<file path="src/rtl/prs_pkg.sv">
`timescale 1ns / 1ps
// ----------------------------------------------------------------------------
// prs_pkg: shared types and functions for the PRESENT-128 encrypt pipeline
// S-box, bit permutation, key schedule step and per-stage payload type.
// ----------------------------------------------------------------------------
package prs_pkg;

    localparam int BLOCK_W   = 64;
    localparam int KEY_W     = 128;
    localparam int RC_W      = 5;
    localparam int CFG_IDX_W = 2;

    localparam logic [CFG_IDX_W-1:0] REG_KEY_UPPER = CFG_IDX_W'(0);
    localparam logic [CFG_IDX_W-1:0] REG_KEY_LOWER = CFG_IDX_W'(1);

    typedef logic [3:0] t_nibble;

    localparam t_nibble SBOX [16] = '{
        4'hC, 4'h5, 4'h6, 4'hB, 4'h9, 4'h0, 4'hA, 4'hD,
        4'h3, 4'hE, 4'hF, 4'h8, 4'h4, 4'h7, 4'h1, 4'h2
    };

    typedef struct packed {
        logic [BLOCK_W-1:0] state;
        logic [KEY_W-1:0]   key;
    } t_stage;

    function automatic logic [BLOCK_W-1:0] sub_layer(input logic [BLOCK_W-1:0] x);
        logic [BLOCK_W-1:0] r;
        r = '0;
        for (int n = 0; n < BLOCK_W / 4; n++) begin
            r[4*n +: 4] = SBOX[x[4*n +: 4]];
        end
        return r;
    endfunction

    function automatic logic [BLOCK_W-1:0] perm_layer(input logic [BLOCK_W-1:0] x);
        logic [BLOCK_W-1:0] r;
        r = '0;
        for (int b = 0; b < BLOCK_W; b++) begin
            if (b == BLOCK_W - 1) begin
                r[b] = x[b];
            end else begin
                r[(b * 16) % (BLOCK_W - 1)] = x[b];
            end
        end
        return r;
    endfunction

    function automatic logic [KEY_W-1:0] key_step(input logic [KEY_W-1:0] k,
                                                  input logic [RC_W-1:0] rc);
        logic [BLOCK_W-1:0] hi;
        logic [BLOCK_W-1:0] lo;
        logic [BLOCK_W-1:0] nhi;
        logic [BLOCK_W-1:0] nlo;
        hi  = k[KEY_W-1:BLOCK_W];
        lo  = k[BLOCK_W-1:0];
        nhi = {hi[2:0], lo[BLOCK_W-1:3]};
        nlo = {lo[2:0], hi[BLOCK_W-1:3]};
        nhi[63:60] = SBOX[nhi[63:60]];
        nhi[59:56] = SBOX[nhi[59:56]];
        nlo[63:62] = nlo[63:62] ^ rc[1:0];
        nhi[2:0]   = nhi[2:0] ^ rc[4:2];
        return {nhi, nlo};
    endfunction

endpackage

</file>
<file path="src/rtl/prs_round.sv">
`timescale 1ns / 1ps
// ----------------------------------------------------------------------------
// prs_round: one registered PRESENT round with its key schedule step
// Add round key, substitute, permute; advance the carried key register.
// ----------------------------------------------------------------------------
module prs_round #(
    parameter int RC = 1
) (
    input  logic            i_clk,
    input  logic            i_rst_n,
    input  logic            i_en,
    input  logic            i_valid,
    input  prs_pkg::t_stage i_data,
    output logic            o_valid,
    output prs_pkg::t_stage o_data
);

    localparam logic [prs_pkg::RC_W-1:0] RC_BITS = prs_pkg::RC_W'(RC);

    logic            r_valid;
    prs_pkg::t_stage r_data;
    prs_pkg::t_stage n_data;
    logic [prs_pkg::BLOCK_W-1:0] w_mix;

    always_comb begin
        w_mix        = i_data.state ^ i_data.key[prs_pkg::KEY_W-1:prs_pkg::BLOCK_W];
        n_data.state = prs_pkg::perm_layer(prs_pkg::sub_layer(w_mix));
        n_data.key   = prs_pkg::key_step(i_data.key, RC_BITS);
    end

    always_ff @(posedge i_clk) begin
        if (!i_rst_n) begin
            r_valid <= 1'b0;
        end else if (i_en) begin
            r_valid <= i_valid;
        end
    end

    always_ff @(posedge i_clk) begin
        if (i_en) begin
            r_data <= n_data;
        end
    end

    assign o_valid = r_valid;
    assign o_data  = r_data;

endmodule

</file>
<file path="config.mk">
export PLATFORM = sky130hd
export DESIGN_NAME = prs_round
export DESIGN_NICKNAME = d
export VERILOG_FILES = /design/src/rtl/prs_pkg.sv /design/src/rtl/prs_round.sv
export SDC_FILE = /design/constraint.sdc
export NUM_CORES = 1
export LEC_CHECK = 0
export BUFFER_PORTS_ARGS = -buffer_cell sky130_fd_sc_hd__buf_4
export CAP_MARGIN = 20
export CORE_AREA = 2 2 151 153
export CTS_BUF_LIST = sky130_fd_sc_hd__clkbuf_4 sky130_fd_sc_hd__clkbuf_8
export DETAILED_ROUTE_END_ITERATION = 10
export DIE_AREA = 0 0 153 155
export PLACE_DENSITY = 0.71
export SLEW_MARGIN = 25
export SYNTH_ARGS = -nofsm -noshare
export SYNTH_HDL_FRONTEND = slang
export SYNTH_SLANG_ARGS = --single-unit
</file>
<file path="constraint.sdc">
create_clock -name i_clk -period 1.99 [get_ports i_clk]
set_clock_uncertainty 0.05 [all_clocks]
set_input_delay 0 -clock i_clk [delete_from_list [all_inputs] [get_ports i_clk]]
set_output_delay 0 -clock i_clk [all_outputs]
set_load 0.01 [all_outputs]
</file>
## Word level (Yosys, flattened, before mapping)

Memories as Yosys holds them, arrays and structs flattened. A register that Yosys moved wholly into a read port is not among the register bits.
Index checks and enable logic that the tools add are counted.

| storage, ports and cells | value |
|---|---|
| flip-flop bits (word level) | 129 |
| ROM bits | 1152 |
| output and inout port bits | 193 |
| word-level logic and storage cells | 46 |
| memories | 18 |

| cells by class | value |
|---|---|
| magnitude comparators | 2 |
| multiplexer cells | 4 |
| bitwise operators | 20 |

Memories:

| name | words | bits a word | rd ports | clocked after memory_dff | wr ports | RTL line | source |
|---|---|---|---|---|---|---|---|
| (no name shown) | 16 | 4 | 1 | 1 | 0 | prs_pkg.sv:61 | `nhi[59:56] = SBOX[nhi[59:56]];` |
| (no name shown) | 16 | 4 | 1 | 1 | 0 | prs_pkg.sv:60 | `nhi[63:60] = SBOX[nhi[63:60]];` |
| (no name shown) | 16 | 4 | 1 | 1 | 0 | prs_pkg.sv:32 | `r[4*n +: 4] = SBOX[x[4*n +: 4]];` |
| (no name shown) | 16 | 4 | 1 | 1 | 0 | prs_pkg.sv:32 |  |
| (no name shown) | 16 | 4 | 1 | 1 | 0 | prs_pkg.sv:32 |  |
| (no name shown) | 16 | 4 | 1 | 1 | 0 | prs_pkg.sv:32 |  |
| +12 memories | n/a | n/a | n/a | n/a | n/a | n/a |  |

Operators by type and width:

| operator | number |
|---|---|
| inverter 4 -> 5 bit | 18 |
| XOR 64 bit | 1 |
| 2-to-1 mux 4 bit | 4 |
| >= comparator 5 bit, second input constant | 2 |
| inverter 1 bit | 1 |

## Logic depth before layout (Yosys ltp)

| depth | value |
|---|---|
| word-level depth | 4 |
| depth in mapped cells | 6 |
| depth with buffers taken out | 6 |

## Worst setup path before layout

No wires, ideal clock.

| timing | value |
|---|---|
| path type | input port to flip-flop |
| from | input i_data[65] (netlist bit) |
| to | register o_data[160] (netlist name) |
| setup time | 272 ps |
| arrival | 1190 ps |
| path slack | 478 ps |
| stages | 5 |
| path buffers | 1 |
| path through | buf_2 xnor2_1 inv_1 ha_1 mux4_2 |

| between the ends | value |
|---|---|
| cells in the longest elaborated chain, start to end | 2 |

Ends and longest elaborated chain:

| item | RTL line | source |
|---|---|---|
| start: declaration | prs_round.sv:13 | `input prs_pkg::t_stage i_data,` |
| XOR 64 bit | prs_round.sv:26 | `w_mix = i_data.state ^ i_data.key[prs_pkg::KEY_W-1:prs_pkg::BLOCK_W];` |
| inverter 4 -> 5 bit (not written as such) | prs_pkg.sv:32 |  |

Every way passes these cells.
A chain may end at the register's enable or synchronous reset.

## Final worst setup path

| timing | value |
|---|---|
| from | input i_data[96] (netlist bit) |
| to | register o_data[184] (netlist name) |

| between the ends | value |
|---|---|
| cells in the longest elaborated chain, start to end | 2 |

Ends and longest elaborated chain:

| item | RTL line |
|---|---|
| XOR 64 bit | prs_round.sv:26 |
| inverter 4 -> 5 bit (not written as such) | prs_pkg.sv:32 |

Every way passes these cells.

==> impl_metrics.prom <==
# TYPE chip_impl_metric gauge
chip_impl_metric{name="dp_hpwl",unit="microns"} 17300
chip_impl_metric{name="total_track_usage",unit=""} 0.198
chip_impl_metric{name="worst_slew_pin_slew",unit="ns"} 0.711
chip_impl_metric{name="worst_ep_required_time",unit="ns"} 2.14
chip_impl_info{name="critical-path-top-cell-by-count",value="sky130_fd_sc_hd__dlygate4sd3_1"} 1
chip_impl_metric{name="diodes",unit=""} 0
chip_impl_metric{name="pwr_density_cell",unit="nW/um^2"} 723
chip_impl_metric{name="ys_ff_latch",unit=""} 193
chip_impl_info{name="global_route.peak_usage_layer",value="met2"} 1
chip_impl_metric{name="asyncSetResetFlopFracSynth",unit=""} 0
chip_impl_metric{name="critical_path_s_largest_stage_delay",unit="ns"} 0.57
chip_impl_metric{name="grt_first_pass_wirelength",unit="microns"} 36700
chip_impl_metric{name="maximum_number_of_pins_on_one_net_before_global_route_repair",unit=""} 61
chip_impl_metric{name="vias",unit=""} 6726
chip_impl_metric{name="power.leakage",unit="uW"} 0.00628
chip_impl_metric{name="number_of_top_level_design_ports",unit=""} 389
chip_impl_metric{name="wl_per_cell",unit="microns"} 16.9
chip_impl_metric{name="post-route-drc-count",unit=""} 0
chip_impl_metric{name="power",unit="uW"} 10500
chip_impl_metric{name="initial_core_util",unit=""} 0.416
chip_impl_metric{name="setup_tns",unit="ns"} 0
chip_impl_info{name="timing.critical_path.max_delay_family",value="buffers and inverters"} 1
chip_impl_metric{name="antenna_found_initial",unit=""} 0
chip_impl_metric{name="maximum_clock_insertion_buffer_count",unit=""} 2
chip_impl_info{name="outcome",value="completed"} 1
chip_impl_info{name="crit_chain",value="dlygate4sd3_1 -> buf_4 -> xor2_2 -> ha_1 -> mux2i_1 -> o2bb2ai_1 -> dlygate4sd3_1"} 1
chip_impl_metric{name="synth-edff-count",unit=""} 192
chip_impl_metric{name="final_critical_path_setup_slack",unit="ns"} 0.113
chip_impl_metric{name="groute.layer.met3.usage",unit=""} 0.0602
chip_impl_info{name="cp-startpoint",value="i_data[96]"} 1
chip_impl_info{name="critical_path.slowest_cell",value="sky130_fd_sc_hd__dlygate4sd3_1"} 1
chip_impl_metric{name="worst_ir_drop_vdd",unit="V"} 0.000487
chip_impl_metric{name="overflow",unit=""} 0
chip_impl_metric{name="place_ws",unit="ns"} 0.204
chip_impl_metric{name="slew_headroom",unit=""} 0.523
chip_impl_metric{name="worstPathBufferInverterCount",unit=""} 3
chip_impl_metric{name="final.period_utilization",unit=""} 0.943
chip_impl_metric{name="period_minus_slack",unit="ns"} 1.88
chip_impl_metric{name="drtIter0Drc",unit=""} 303
chip_impl_metric{name="critical_path.max_fanout",unit=""} 5
chip_impl_info{name="hp-class",value="primary input to flop"} 1
chip_impl_metric{name="routed_wirelength",unit="microns"} 24200
chip_impl_metric{name="reg_clk_slew_reported_paths",unit="ns"} 0.10
chip_impl_info{name="holdCritStartpoint",value="i_data[149]"} 1
chip_impl_metric{name="drv_cap",unit=""} 0
chip_impl_info{name="cp-start-kind",value="primary input"} 1
chip_impl_metric{name="clock_sink_count",unit=""} 193
chip_impl_metric{name="slew_violations",unit=""} 0
chip_impl_metric{name="gr-usage-met1",unit=""} 0.223
chip_impl_metric{name="netlist-cell-type-count",unit=""} 32
chip_impl_metric{name="yosys_warnings",unit=""} 0
chip_impl_info{name="setup.worst_path.end_class",value="flop"} 1
chip_impl_info{name="cts-root-buf",value="sky130_fd_sc_hd__clkbuf_8"} 1
chip_impl_metric{name="fp.coreArea",unit="sq um"} 22200
chip_impl_metric{name="area_overhead_of_the_layout_relative_to_synthesis",unit="%"} 57.1
chip_impl_metric{name="cts.htree.levels",unit=""} 4
chip_impl_metric{name="first_pass_iters",unit=""} 4
chip_impl_metric{name="register_area_share_after_synthesis",unit=""} 0.626
chip_impl_metric{name="setup_violations",unit=""} 0
chip_impl_info{name="timing_worst_setup_path_type",value="primary input to flop"} 1
chip_impl_metric{name="met2_usage",unit=""} 0.363
chip_impl_metric{name="syn-cell-area",unit="sq um"} 9250
chip_impl_metric{name="vias_per_cell",unit=""} 4.71
chip_impl_metric{name="clkLatencyLatePin",unit="ns"} 0.45
chip_impl_metric{name="num-nets-final",unit=""} 1383
chip_impl_info{name="cts_tree",value="yes"} 1
chip_impl_metric{name="max_freq",unit="MHz"} 533
chip_impl_metric{name="ant_nets",unit=""} 0
chip_impl_metric{name="timing.final.hold_violations",unit=""} 0
chip_impl_metric{name="synth_fp_nets",unit=""} 815
chip_impl_metric{name="synth_area_per_cell",unit="sq um"} 16.5
chip_impl_metric{name="critPathArrivalTime",unit="ns"} 2.03
chip_impl_metric{name="die_w",unit="microns"} 153
chip_impl_metric{name="chipHeight",unit="microns"} 155
chip_impl_metric{name="grt_pass1_vias",unit=""} 6962
chip_impl_metric{name="numCtsBuffers",unit=""} 17
chip_impl_metric{name="gpl.final_weighted_congestion",unit=""} 0.810
chip_impl_metric{name="buffer_ports.inserted",unit=""} 388
chip_impl_metric{name="design.die.area",unit="sq um"} 23700
chip_impl_metric{name="synthCells",unit=""} 561
chip_impl_info{name="rsz0062_at_grt",value="false"} 1
chip_impl_metric{name="post_route_cells_drive_above_1_share",unit=""} 0.424
chip_impl_metric{name="number_of_placement_rows",unit=""} 55
chip_impl_info{name="synthFlopType",value="sky130_fd_sc_hd__edfxtp_1"} 1
chip_impl_info{name="r2r-start",value="o_valid"} 1
[cell families (layout without fill, tap and decap cells)]
family / count (synthesis) / after routing / share of synthesized area
DFF: 193 / 193 / 0.626
xor gates and xnor gates: 84 / 84 / 0.0962
muxes: 71 / 71 / 0.110
buffers and inverters: 71 / 652 / 0.0298
adders and majority gates: 58 / 58 / 0.0785
AOI/OAI and AO/OA: 52 / 52 / 0.0428
and+or+nand+nor: 32 / 32 / 0.0169
[through the flow]
| stage | utilization | area (sq um) | hold WS [ns] | std cells |
|---|---|---|---|---|
| finish | 0.653 | 14500 | 0.0357 | 1427 |
| detailed placement | 0.567 | 12600 | 0.129 | 1242 |
| global route | 0.653 | 14500 | 0.00909 | 1427 |
| floorplan | - | 9250 | 0.0489 | 561 |
| global placement | 0.567 | 12600 | 0.128 | 1242 |
| CTS | 0.653 | 14500 | 0.00102 | 1427 |
[tightest hold or removal path, stage by stage]
cell and delay, ns:
sky130_fd_sc_hd__buf_4 0.08, sky130_fd_sc_hd__xnor2_1 0.16, sky130_fd_sc_hd__a311oi_1 0.11
[per-layer routing]
layer,vias up,routed length (microns)
met5,-,0
met4,0,498
met3,35,1740
met2,258,12900
met1,3210,9080
li1,3223,-
[path summary, 6_finish.rpt]
check / depth (start not counted) / slack [ns] / end
setup / recovery: 7 / 0.11 / o_data[184]
hold reg to reg: 3 / 1.07 / o_valid
setup reg to reg: 3 / 0.76 / o_valid
hold / removal: 3 / 0.04 / o_data[181]
[power by group]
part | leakage, uW | internal [uW] | total, uW | switching (uW)
registers | 0.00189 | 5030 | 5160 | 134
clock network | 0.000183 | 925 | 2430 | 1510
logic | 0.00421 | 1580 | 2910 | 1330
[cell type report]
cell class / instances / area (sq um)
multi-input cells: 297 / 3200
repair buffers: 552 / 4560
flip-flops and latches: 193 / 5790
fillers: 1617 / 7700
clock buffers: 18 / 241
well taps: 285 / 357
inverters: 68 / 255
clock inverters: 14 / 126
[registers in the layout, indices dropped and copies added (netlist names)]
| register | count |
|---|---|
| o_data | 192 |
| o_valid | 1 |
[layout by cell type, fill, tap and decap left out, drive strengths merged, types with 12 or more instances in the layout]
master | netlist | routed
buf | 2 | 398
edfxtp | 192 | 192
dlygate4sd3 | 0 | 153
inv | 68 | 73
ha | 58 | 58
xnor2 | 50 | 50
mux2i | 43 | 43
xor2 | 34 | 34
mux4 | 22 | 22
o21ai | 19 | 19
clkbuf | 1 | 19
nand3 | 12 | 12
o221a | 12 | 12
[synth_stat cells, types with 6 or more instances]
cell type                  number  share of area
sky130_fd_sc_hd__edfxtp_1     192           0.62
sky130_fd_sc_hd__ha_1          58          0.078
sky130_fd_sc_hd__inv_1         68          0.028
sky130_fd_sc_hd__mux2_2         6         0.0073
sky130_fd_sc_hd__mux2i_1       43          0.047
sky130_fd_sc_hd__mux4_1         7          0.020
sky130_fd_sc_hd__mux4_2        15          0.037
sky130_fd_sc_hd__nand2_1        7         0.0028
sky130_fd_sc_hd__nand3_1       12         0.0065
sky130_fd_sc_hd__o211ai_1      11         0.0089
sky130_fd_sc_hd__o21ai_0       19          0.010
sky130_fd_sc_hd__o221a_2       12          0.015
sky130_fd_sc_hd__xnor2_1       44          0.042
sky130_fd_sc_hd__xor2_1        21          0.020
sky130_fd_sc_hd__xor2_2        13          0.023
[repair_timing]
item,4_1_cts,5_1_grt
hold buffers,153,0
setup endpoints to repair,0,1
setup buffers,0,0
resized for setup,0,2
endpoints found under the hold margin,151,0
(Power assumes the default switching activity.)
